**src/sv/assert_macros.svh**
```systemverilog
// Assertion helpers included by the engine RTL
`ifndef ASSERT_MACROS_SVH
`define ASSERT_MACROS_SVH

// Implication checked on every rising clock edge outside reset
`define ASSERT_IMPLIES(label, clk, rst_n, ante, cons, msg) \
  label: assert property (@(posedge clk) disable iff (!rst_n) (ante) |-> (cons)) \
    else $error(msg);

// Next-cycle implication checked outside reset
`define ASSERT_NEXT(label, clk, rst_n, ante, cons, msg) \
  label: assert property (@(posedge clk) disable iff (!rst_n) (ante) |=> (cons)) \
    else $error(msg);

`endif

```
**src/sv/iprq_pkg.sv**
```systemverilog
package iprq_pkg;

  localparam int MaxNodes = 1024;
  localparam int MaxEdges = 4096;
  localparam int MaxDims  = 8;

  localparam int NodeW  = $clog2(MaxNodes);
  localparam int EdgeW  = $clog2(MaxEdges);
  localparam int DimW   = $clog2(MaxDims);
  localparam int LabW   = 12;
  localparam int LenW   = 11;
  localparam int LvlW   = 10;
  localparam int StampW = 16;
  localparam int CntW   = 11;
  localparam int SpW    = NodeW + 1;

  typedef enum logic [1:0] {
    KIND_LABEL = 2'd0,
    KIND_NODE  = 2'd1,
    KIND_EDGE  = 2'd2,
    KIND_QUERY = 2'd3
  } kind_t;

  typedef enum logic [2:0] {
    DEC_SAME     = 3'd0,
    DEC_INTERVAL = 3'd1,
    DEC_LEVEL    = 3'd2,
    DEC_CUT      = 3'd3,
    DEC_FOUND    = 3'd4,
    DEC_EXHAUST  = 3'd5
  } dec_t;

  typedef enum logic [1:0] {
    REG_DIMS  = 2'd0,
    REG_LEVEL = 2'd1,
    REG_CUT   = 2'd2
  } reg_idx_t;

  // Result of a containment test
  typedef enum logic [1:0] {
    TST_REJECT = 2'd0,
    TST_PASS   = 2'd1,
    TST_ACCEPT = 2'd2
  } tst_t;

  typedef struct packed {
    logic [3:0] dims;
    logic       level_on;
    logic       cut_on;
  } cfg_t;

endpackage

```
**src/sv/iprq_cfg.sv**
```systemverilog
module iprq_cfg
  import iprq_pkg::*;
(
  input  logic        clk,
  input  logic        rst_n,
  input  logic        psel,
  input  logic        penable,
  input  logic        pwrite,
  input  logic [3:0]  paddr,
  input  logic [31:0] pwdata,
  output logic [31:0] prdata,
  output logic        pready,
  output cfg_t        cfg
);

  logic [3:0] dims_r;
  logic       level_r;
  logic       cut_r;
  logic       wr_en;
  logic [1:0] idx;

  assign pready = 1'b1;
  assign wr_en  = psel && penable && pwrite;
  assign idx    = paddr[3:2];

  // Write registers; indexes beyond the list are dropped
  always_ff @(posedge clk) begin
    if (!rst_n) begin
      dims_r  <= 4'd2;
      level_r <= 1'b0;
      cut_r   <= 1'b0;
    end else if (wr_en) begin
      unique case (idx)
        REG_DIMS:  dims_r  <= pwdata[3:0];
        REG_LEVEL: level_r <= pwdata[0];
        REG_CUT:   cut_r   <= pwdata[0];
        default: ;
      endcase
    end
  end

  // Read back
  always_comb begin
    prdata = 32'd0;
    unique case (idx)
      REG_DIMS:  prdata = {28'd0, dims_r};
      REG_LEVEL: prdata = {31'd0, level_r};
      REG_CUT:   prdata = {31'd0, cut_r};
      default:   prdata = 32'd0;
    endcase
  end

  assign cfg.dims     = dims_r;
  assign cfg.level_on = level_r;
  assign cfg.cut_on   = cut_r;

endmodule

```
**config.mk**
```make
export PLATFORM = sky130hd
export DESIGN_NAME = iprq_cfg
export DESIGN_NICKNAME = d
export VERILOG_FILES = /design/src/sv/assert_macros.svh /design/src/sv/iprq_pkg.sv /design/src/sv/iprq_cfg.sv
export SDC_FILE = /design/constraint.sdc
export NUM_CORES = 1
export LEC_CHECK = 0
export BUFFER_PORTS_ARGS = -buffer_cell sky130_fd_sc_hd__buf_4
export CELL_PAD_IN_SITES_DETAIL_PLACEMENT = 2
export CELL_PAD_IN_SITES_GLOBAL_PLACEMENT = 2
export CORE_UTILIZATION = 14
export CTS_BUF_LIST = sky130_fd_sc_hd__clkbuf_4
export CTS_CLUSTER_DIAMETER = 120
export DETAILED_ROUTE_END_ITERATION = 10
export GPL_ROUTABILITY_DRIVEN = 1
export GPL_TIMING_DRIVEN = 1
export HOLD_SLACK_MARGIN = 0.1
export PLACE_DENSITY = 0.85
export SLEW_MARGIN = 10
export SYNTH_ARGS = -nofsm -noshare
export SYNTH_HDL_FRONTEND = slang
export SYNTH_SLANG_ARGS = --single-unit
```
**constraint.sdc**
```tcl
create_clock -name clk -period 2.5 [get_ports clk]
set_input_delay 0.25 -clock clk [delete_from_list [all_inputs] [get_ports clk]]
set_output_delay 0.25 -clock clk [all_outputs]
set_load 0.005 [all_outputs]
```
==> Word level (Yosys, flattened, before mapping) <==
Cells that the tools add are included.
Widths: inputs -> output; s select.
{ "totals": {"word_cells": 12, "reg_bits": 6, "inputBits": 41, "out_inout_bits": 39} }
{ "classes": {"n_mux": 1, "eq_ne": 2, "reduce_logical": 6} }
{ "ops": {"columns": ["operator", "n"], "rows": [
  ["$pmux 4 s3", 1],
  ["$reduce_and 2->1", 3],
  ["$eq 2x1->1 const B", 1],
  ["$eq 2x2->1 const B", 1],
  ["$logic_and 1x1->1", 2],
  ["$logic_not 2->1", 1]
]} }

==> Depth between registers and ports, before layout <==
Gate-level depths: netlist (run 1).
{ "depth": {"word_depth": 3, "ltp_mapped": 3, "depth_no_buf": 3} }

==> Worst setup path after synthesis (run 1) <==
No wires, ideal clock.
{ "synth_timing": {"path_kind": "input -> register", "from": "input port paddr[2]", "to": "register dims_r[1]", "t_arrival_ps": 933, "required_time_ps": 2421, "setup_slack_ps": 1488, "n_path_buf": 1, "setup_ps": 79, "cell_stages": 3, "path_cell_list": "buf_6 > or4b_1 > o211ai_1"} }
{ "synth_via": {"elab_chain_cells": 2} }
{ "synth_lines": {"columns": ["item", "line_no", "source"], "rows": [
  ["start, declared", "iprq_cfg.sv:9", "input logic [3:0] paddr,"],
  ["$logic_not 2->1", "iprq_cfg.sv:33", "unique case (idx)"],
  ["$reduce_and 2->1 (no source line)", null, null],
  ["end signal, assigned", "iprq_cfg.sv:34", "REG_DIMS: dims_r <= pwdata[3:0];"],
  ["end, declared", "iprq_cfg.sv:16", "logic [3:0] dims_r;"]
]} }
Every way passes these cells.
A chain may end at the register's enable or synchronous reset.

==> Worst setup path in the final report (run 1) <==
{ "layout_timing": {"from": "register dims_r[1]", "to": "output port prdata[1]"} }
{ "layout_via": {"elab_chain_cells": 1} }
{ "layout_lines": {"columns": ["item", "line_no", "source"], "rows": [
  ["$pmux 4 s3", "iprq_cfg.sv:45", "unique case (idx)"],
  ["end, declared", "iprq_cfg.sv:11", "output logic [31:0] prdata,"]
]} }
Every way passes these cells.

==> results of run 1 <==
cell type report:
class                      instances  area, µm²  share of cell area [%]
multi-input combinational         55        280                    44.0
timing repair buffer              20        150                    23.6
sequential                         6        120                    18.9
tap                               48       60.1                    9.43
clock buffer                       3       22.5                    3.54
inverter                           1       3.75                   0.589
cell usage after synthesis:
library cell,instances
buf_4,31
nand2_1,8
dfxtp_1,6
mux2i_1,6
and2_1,2
conb_1,2
nor3b_1,2
buf_6,1
clkbuf_1,1
inv_1,1
nand3_1,1
nand3b_1,1
nor2_1,1
nor3_1,1
nor3_2,1
o211ai_1,1
o21ai_1,1
or4b_1,1
worst register-to-register path, stage by stage, from the launching register on:
cell	delay, ns
dfxtp_1	0.33
inv_1	0.06
o211ai_1	0.15
stage by stage:
| step | util [%] | cell area [µm²] |
|---|---|---|
| CTS | 17.1 | 637 |
| global route | 17.1 | 637 |
| finish | 17.1 | 637 |
| global placement | 16.5 | 614 |
| floorplan | - | 652 |
| detailed placement | 16.5 | 614 |
per-layer routing:
metal	up-vias	part of all wire (%)	GRT usage [%]
met4	0	0	1.67
met5	-	0	0
met2	38	47	10.0
met1	180	39	7.35
met3	0	13	4.40
li1	191	-	-
registers in the layout, summed over array words and instances (netlist names):
name     count
level_r      1
cut_r        1
dims_r       4
final timing paths:
check / to / cells after the start / slack, ns / start
setup / recovery: prdata[1] / 3 / 1.27 / dims_r[1]$_SDFFE_PN1P_
hold / removal: dims_r[3]$_SDFFE_PN0P_ / 3 / 0.26 / pwdata[3]
setup reg to reg: dims_r[1]$_SDFFE_PN1P_ / 2 / 1.88 / dims_r[1]$_SDFFE_PN1P_
hold reg to reg: dims_r[3]$_SDFFE_PN0P_ / 2 / 0.48 / dims_r[3]$_SDFFE_PN0P_
report_power, final:
part	leakage, nW	internal [mW]	switching [mW]
clock network	0.0138	0.0545	0.0370
registers	0.0485	0.0973	0.00100
logic	0.250	0.0170	0.0235
total	0.313	0.169	0.0615
cell families (layout without fill, tap and decap cells):
family                 Yosys count  in the layout  synth area share, %
DFF                              6              6                 21.8
buffers and inverters           34             24                 45.7
muxes                            6              6                 10.9
other                            2             29                 1.36
AOI/OAI and AO/OA                2              2                 2.27
and+or+nand+nor                 18             18                 18.0
==> metrics, run 1 <==
port buffer count 20; clock-pin slew on the worst setup and hold paths 0.05 ns; Pwr Density 361 mW/mm²; maximum vdd ir drop ~0.00023 V; slowest stage delay, CP 0.33 ns; worst endpoint required time 2.25 ns; Vert. Die Dim 64.7 µm; CP Cell Sequence inv_1, nor3_1, buf_4; Initial DRT Pass Iterations 2; Design Power about 230 µW; number of global-route vias before repair 405; synthesized instance count 68; DRT iter0 DRCs 5; Final WS setup 1.27 ns; routability cong. 0.653; Worst Setup Start Kind flip-flop; number of buffers created by CTS 3; buffers plus inverters on the worst setup path 2; Post-Layout Cell Count 133; final setup violation count 0; Pleak 0.313 nW; fill count 449; initial antenna violation count 0; post-detailed-route wirelength per cell 8.80 µm; Avg Cell Area, Syn about 8 µm²; routed vias/inst between 3 and 4; via count 409; final hold violation count 0; largest net degree at the start of global routing 10; post-CTS repair timing setup buffer count 0; H-tree depth 1; CP Capture Type output port; Total GRT Usage 6.54%; I/O pin count 80; ratio of cells with drive above 1 in the final layout 28.2%; post-synth top area share 42.3%; CTS resizes 0; CP arrival around 1 ns; post-layout min period 1.23 ns; Max Buffers Root-to-Sink 2; cell area after synthesis 551 µm²; Clock Skews 0 ns; fin nets 128; max cap viols 0; Clock Root Buffer clkbuf_4; synth unique cells 18; Hold-fix buffers, CTS 0; Die Wd between 60 and 70 µm; leading area contributor after synthesis buf_4; placeable core region 0.00372 mm²; Worst-Skew Late Latency 0.24 ns; Worst Hold Class input pin to flip-flop; placed cells 130; HPWL Detailed slightly above 1000 µm; Layout area overhead 15.7%; YS warnings 0; Residual DRC 0; critical path's top delay family flip-flops; Area contributors post-synth buf_4, dfxtp_1, mux2i_1, nand2_1, nor3b_1; dpl ws 1.28 ns; row cnt 22; initial cell density of the core between 10% and 20%; commonest cells after routing, fill and taps aside conb_1, buf_4, nand2_1; CP Max Fanout 2; Seq cells post-synth 6; max frequency 0.811 GHz; Hold WS 0.263 ns; final setup TNS 0 ns; max-slew violation count 0; n_diodes 0; RSZ-0062 raised after global routing no; outcome completed; first-pass GRT wire length ~2000 µm; clk sinks 6; DRT antenna net count 0; post-synthesis sequential area ratio 21.8%; slowest CP cell dfxtp_1; commonest non-fill, non-tap cell in the layout conb_1; Final period util 49.3%; die area ~0.0042 mm²; Overflow after GRT 0; TritonCTS clock tree yes; Setup CP Type flip-flop to output port; WL final 1170 µm
Note: power is estimated with default switching activity, not from simulation.
==> inputs of run 2 (changes only) <==
--- a/config.mk
+++ b/config.mk
@@ -8,14 +8,14 @@
 export BUFFER_PORTS_ARGS = -buffer_cell sky130_fd_sc_hd__buf_4
 export CELL_PAD_IN_SITES_DETAIL_PLACEMENT = 2
 export CELL_PAD_IN_SITES_GLOBAL_PLACEMENT = 2
-export CORE_UTILIZATION = 14
+export CORE_UTILIZATION = 13
 export CTS_BUF_LIST = sky130_fd_sc_hd__clkbuf_4
 export CTS_CLUSTER_DIAMETER = 120
 export DETAILED_ROUTE_END_ITERATION = 10
 export GPL_ROUTABILITY_DRIVEN = 1
 export GPL_TIMING_DRIVEN = 1
 export HOLD_SLACK_MARGIN = 0.1
-export PLACE_DENSITY = 0.85
+export PLACE_DENSITY = 0.8
 export SLEW_MARGIN = 10
 export SYNTH_ARGS = -nofsm -noshare
 export SYNTH_HDL_FRONTEND = slang
==> constraint.sdc (replaced) <==
create_clock -name clk -period 1.21 [get_ports clk]
set_input_delay 0.121 -clock clk [delete_from_list [all_inputs] [get_ports clk]]
set_output_delay 0.121 -clock clk [all_outputs]
set_load 0.005 [all_outputs]
==> run 2 against run 1 <==
  * Die area up 7.4%
  * Combinational power is 110% higher
  * Sequential share of layout area down 0.074 points
  * Total power is 100% higher
  * Hold slack got worse by 0.13 ns
  * Sequential cell count unchanged
  * Sequential power up 110%
  * Utilization down 1.3 points
  * Clock power rose by 100%
  * Cell area up 0.39%
  * Setup slack lost 1.1 ns
  * Critical endpoint unchanged
==> metrics, run 2 (same netlist as run 1, synthesis figures left out) <==
outcome completed; port buffer count 20; post-CTS repair timing setup buffer count 0; commonest non-fill, non-tap cell in the layout conb_1; Pwr Density 735 mW/mm²; CP Capture Type output port; Overflow after GRT 0; Total GRT Usage 5.52%; final setup violation count 0; Layout area overhead 16.1%; FF-to-FF Start cut_r$_SDFFE_PN0P_; via count slightly below 400; max frequency approximately 0.9 GHz; max-slew violation count 0; slowest stage delay, CP 0.32 ns; number of global-route vias before repair 350; Design Power around 470 µW; ratio of cells with drive above 1 in the final layout 28.2%; CTS resizes 0; H-tree depth 1; Reg2Reg Depth 2; max cap viols 0; DRT antenna net count 0; maximum vdd ir drop approximately 0.00017 V; switching power total roughly 120 µW; RSZ-0062 raised after global routing no; TritonCTS clock tree yes; Hold-fix buffers, CTS 0; post-layout min period 1.08 ns; worst setup path start dims_r[1]$_SDFFE_PN1P_; Final WS setup 0.129 ns; Pint 348 µW; Seq pwr share 43.2%; CP arrival ~0.96 ns; routed vias/inst 2.95; n_diodes 0; Worst-Skew Late Latency between 0.2 and 0.25 ns; I/O pin count 80; HPWL Detailed 1060 µm; clock-pin slew on the worst setup and hold paths around 0.040 ns; die area 0.00450 mm²; Initial DRT Pass Iterations 2; Die Wd 67.1 µm; Worst Hold Class input pin to flip-flop; dpl ws 0.173 ns; DRT iter0 DRCs 13; row cnt 23; Final period util 89.4%; initial antenna violation count 0; post-detailed-route wirelength per cell 9.00 µm; clk sinks 6; number of buffers created by CTS 3; routability cong. 0.625; Multi-input gate area between 200 and 300 µm²; Clock power frac 38.9%; Worst Setup Start Kind flip-flop; slowest CP cell dfxtp_1; initial cell density of the core 13.7%; Clock Root Buffer clkbuf_4; fin nets 128; reg2reg end cut_r$_SDFFE_PN0P_; first-pass GRT wire length 1680 µm; worst endpoint required time between 1 and 1.5 ns; final hold violation count 0; Reg with most FFs dims_r; CP Max Fanout 2; Switching Share 25.8%; Clock Skews 0 ns; flop2flop setup slack ~0.58 ns; top flop regs dims_r x4, cut_r x1, level_r x1; Residual DRC 0; Max Buffers Root-to-Sink 2; Worst Setup EP prdata[1]; placeable core region ~0.0040 mm²; max FFs per register 4; commonest cells after routing, fill and taps aside conb_1, buf_4, nand2_1; Vert. Die Dim ~67 µm; Register Area between 100 and 150 µm²; CP Cell Sequence inv_1, nor3_1, buf_4; WL final 1220 µm; Setup CP Type flip-flop to output port; final setup TNS 0 ns; Hold WS about 0.14 ns; largest net degree at the start of global routing 10; fill count 490; combinational power share between 10% and 20%; Pleak 0.313 nW
[run 2: cell counts in the layout (fill, tap and decap cells not counted)]
Identical to the previous run, type by type.
[run 2: worst max-delay path, delay by kind of cell, from the launching register on]
family	cells	cell delay, ns
buffers and inverters	2	0.19
DFF	1	0.32
and+or+nand+nor	1	0.20
[run 2: through the flow]
| step | std cells | util [%] | area (µm²) |
|---|---|---|---|
| global route | 135 | 15.9 | 639 |
| floorplan | 95 | - | 652 |
| CTS | 135 | 15.9 | 639 |
| global placement | 132 | 15.3 | 617 |
| detailed placement | 132 | 15.3 | 617 |
| finish | 135 | 15.9 | 639 |
[run 2: area by class of cell]
type	count	share of cell area [%]
Inverter	1	0.587
Timing Repair Buffer	20	23.5
Multi-Input combinational cell	55	43.8
Clock buffer	3	3.52
Sequential cell	6	18.8
Tap cell	50	9.78
[run 2: power groups by stage]
stage                     combinational [mW]  clock (mW)  sequential [mW]
after floorplan                        0.114           0            0.207
after global placement                0.0798           0            0.207
after detailed placement              0.0827           0            0.207
after CTS                             0.0830       0.196            0.203
after global routing                  0.0965       0.202            0.203
final                                 0.0838       0.183            0.203
[run 2: worst min path at each step]
stage	startpoint	to	slack (ns)	cells past startpoint
4_1_cts	pwdata[2]	dims_r[2]$_SDFFE_PN0P_	0.12	3
2_1_floorplan	pwdata[2]	dims_r[2]$_SDFFE_PN0P_	0.26	2
3_3_place_gp	rst_n	dims_r[1]$_SDFFE_PN1P_	0.38	2
5_1_grt	pwdata[2]	dims_r[2]$_SDFFE_PN0P_	0.14	3
6_report	pwdata[2]	dims_r[2]$_SDFFE_PN0P_	0.14	3
3_5_place_dp	pwdata[2]	dims_r[2]$_SDFFE_PN0P_	0.39	3
[run 2: routing by layer]
layer | GRT usage [%] | up-vias | wire length (µm)
met3 | 4.11 | 4 | 151
met4 | 2.39 | 0 | 13
met1 | 4.94 | 174 | 417
met2 | 9.25 | 26 | 634
li1 | - | 194 | -
met5 | 0 | - | 0
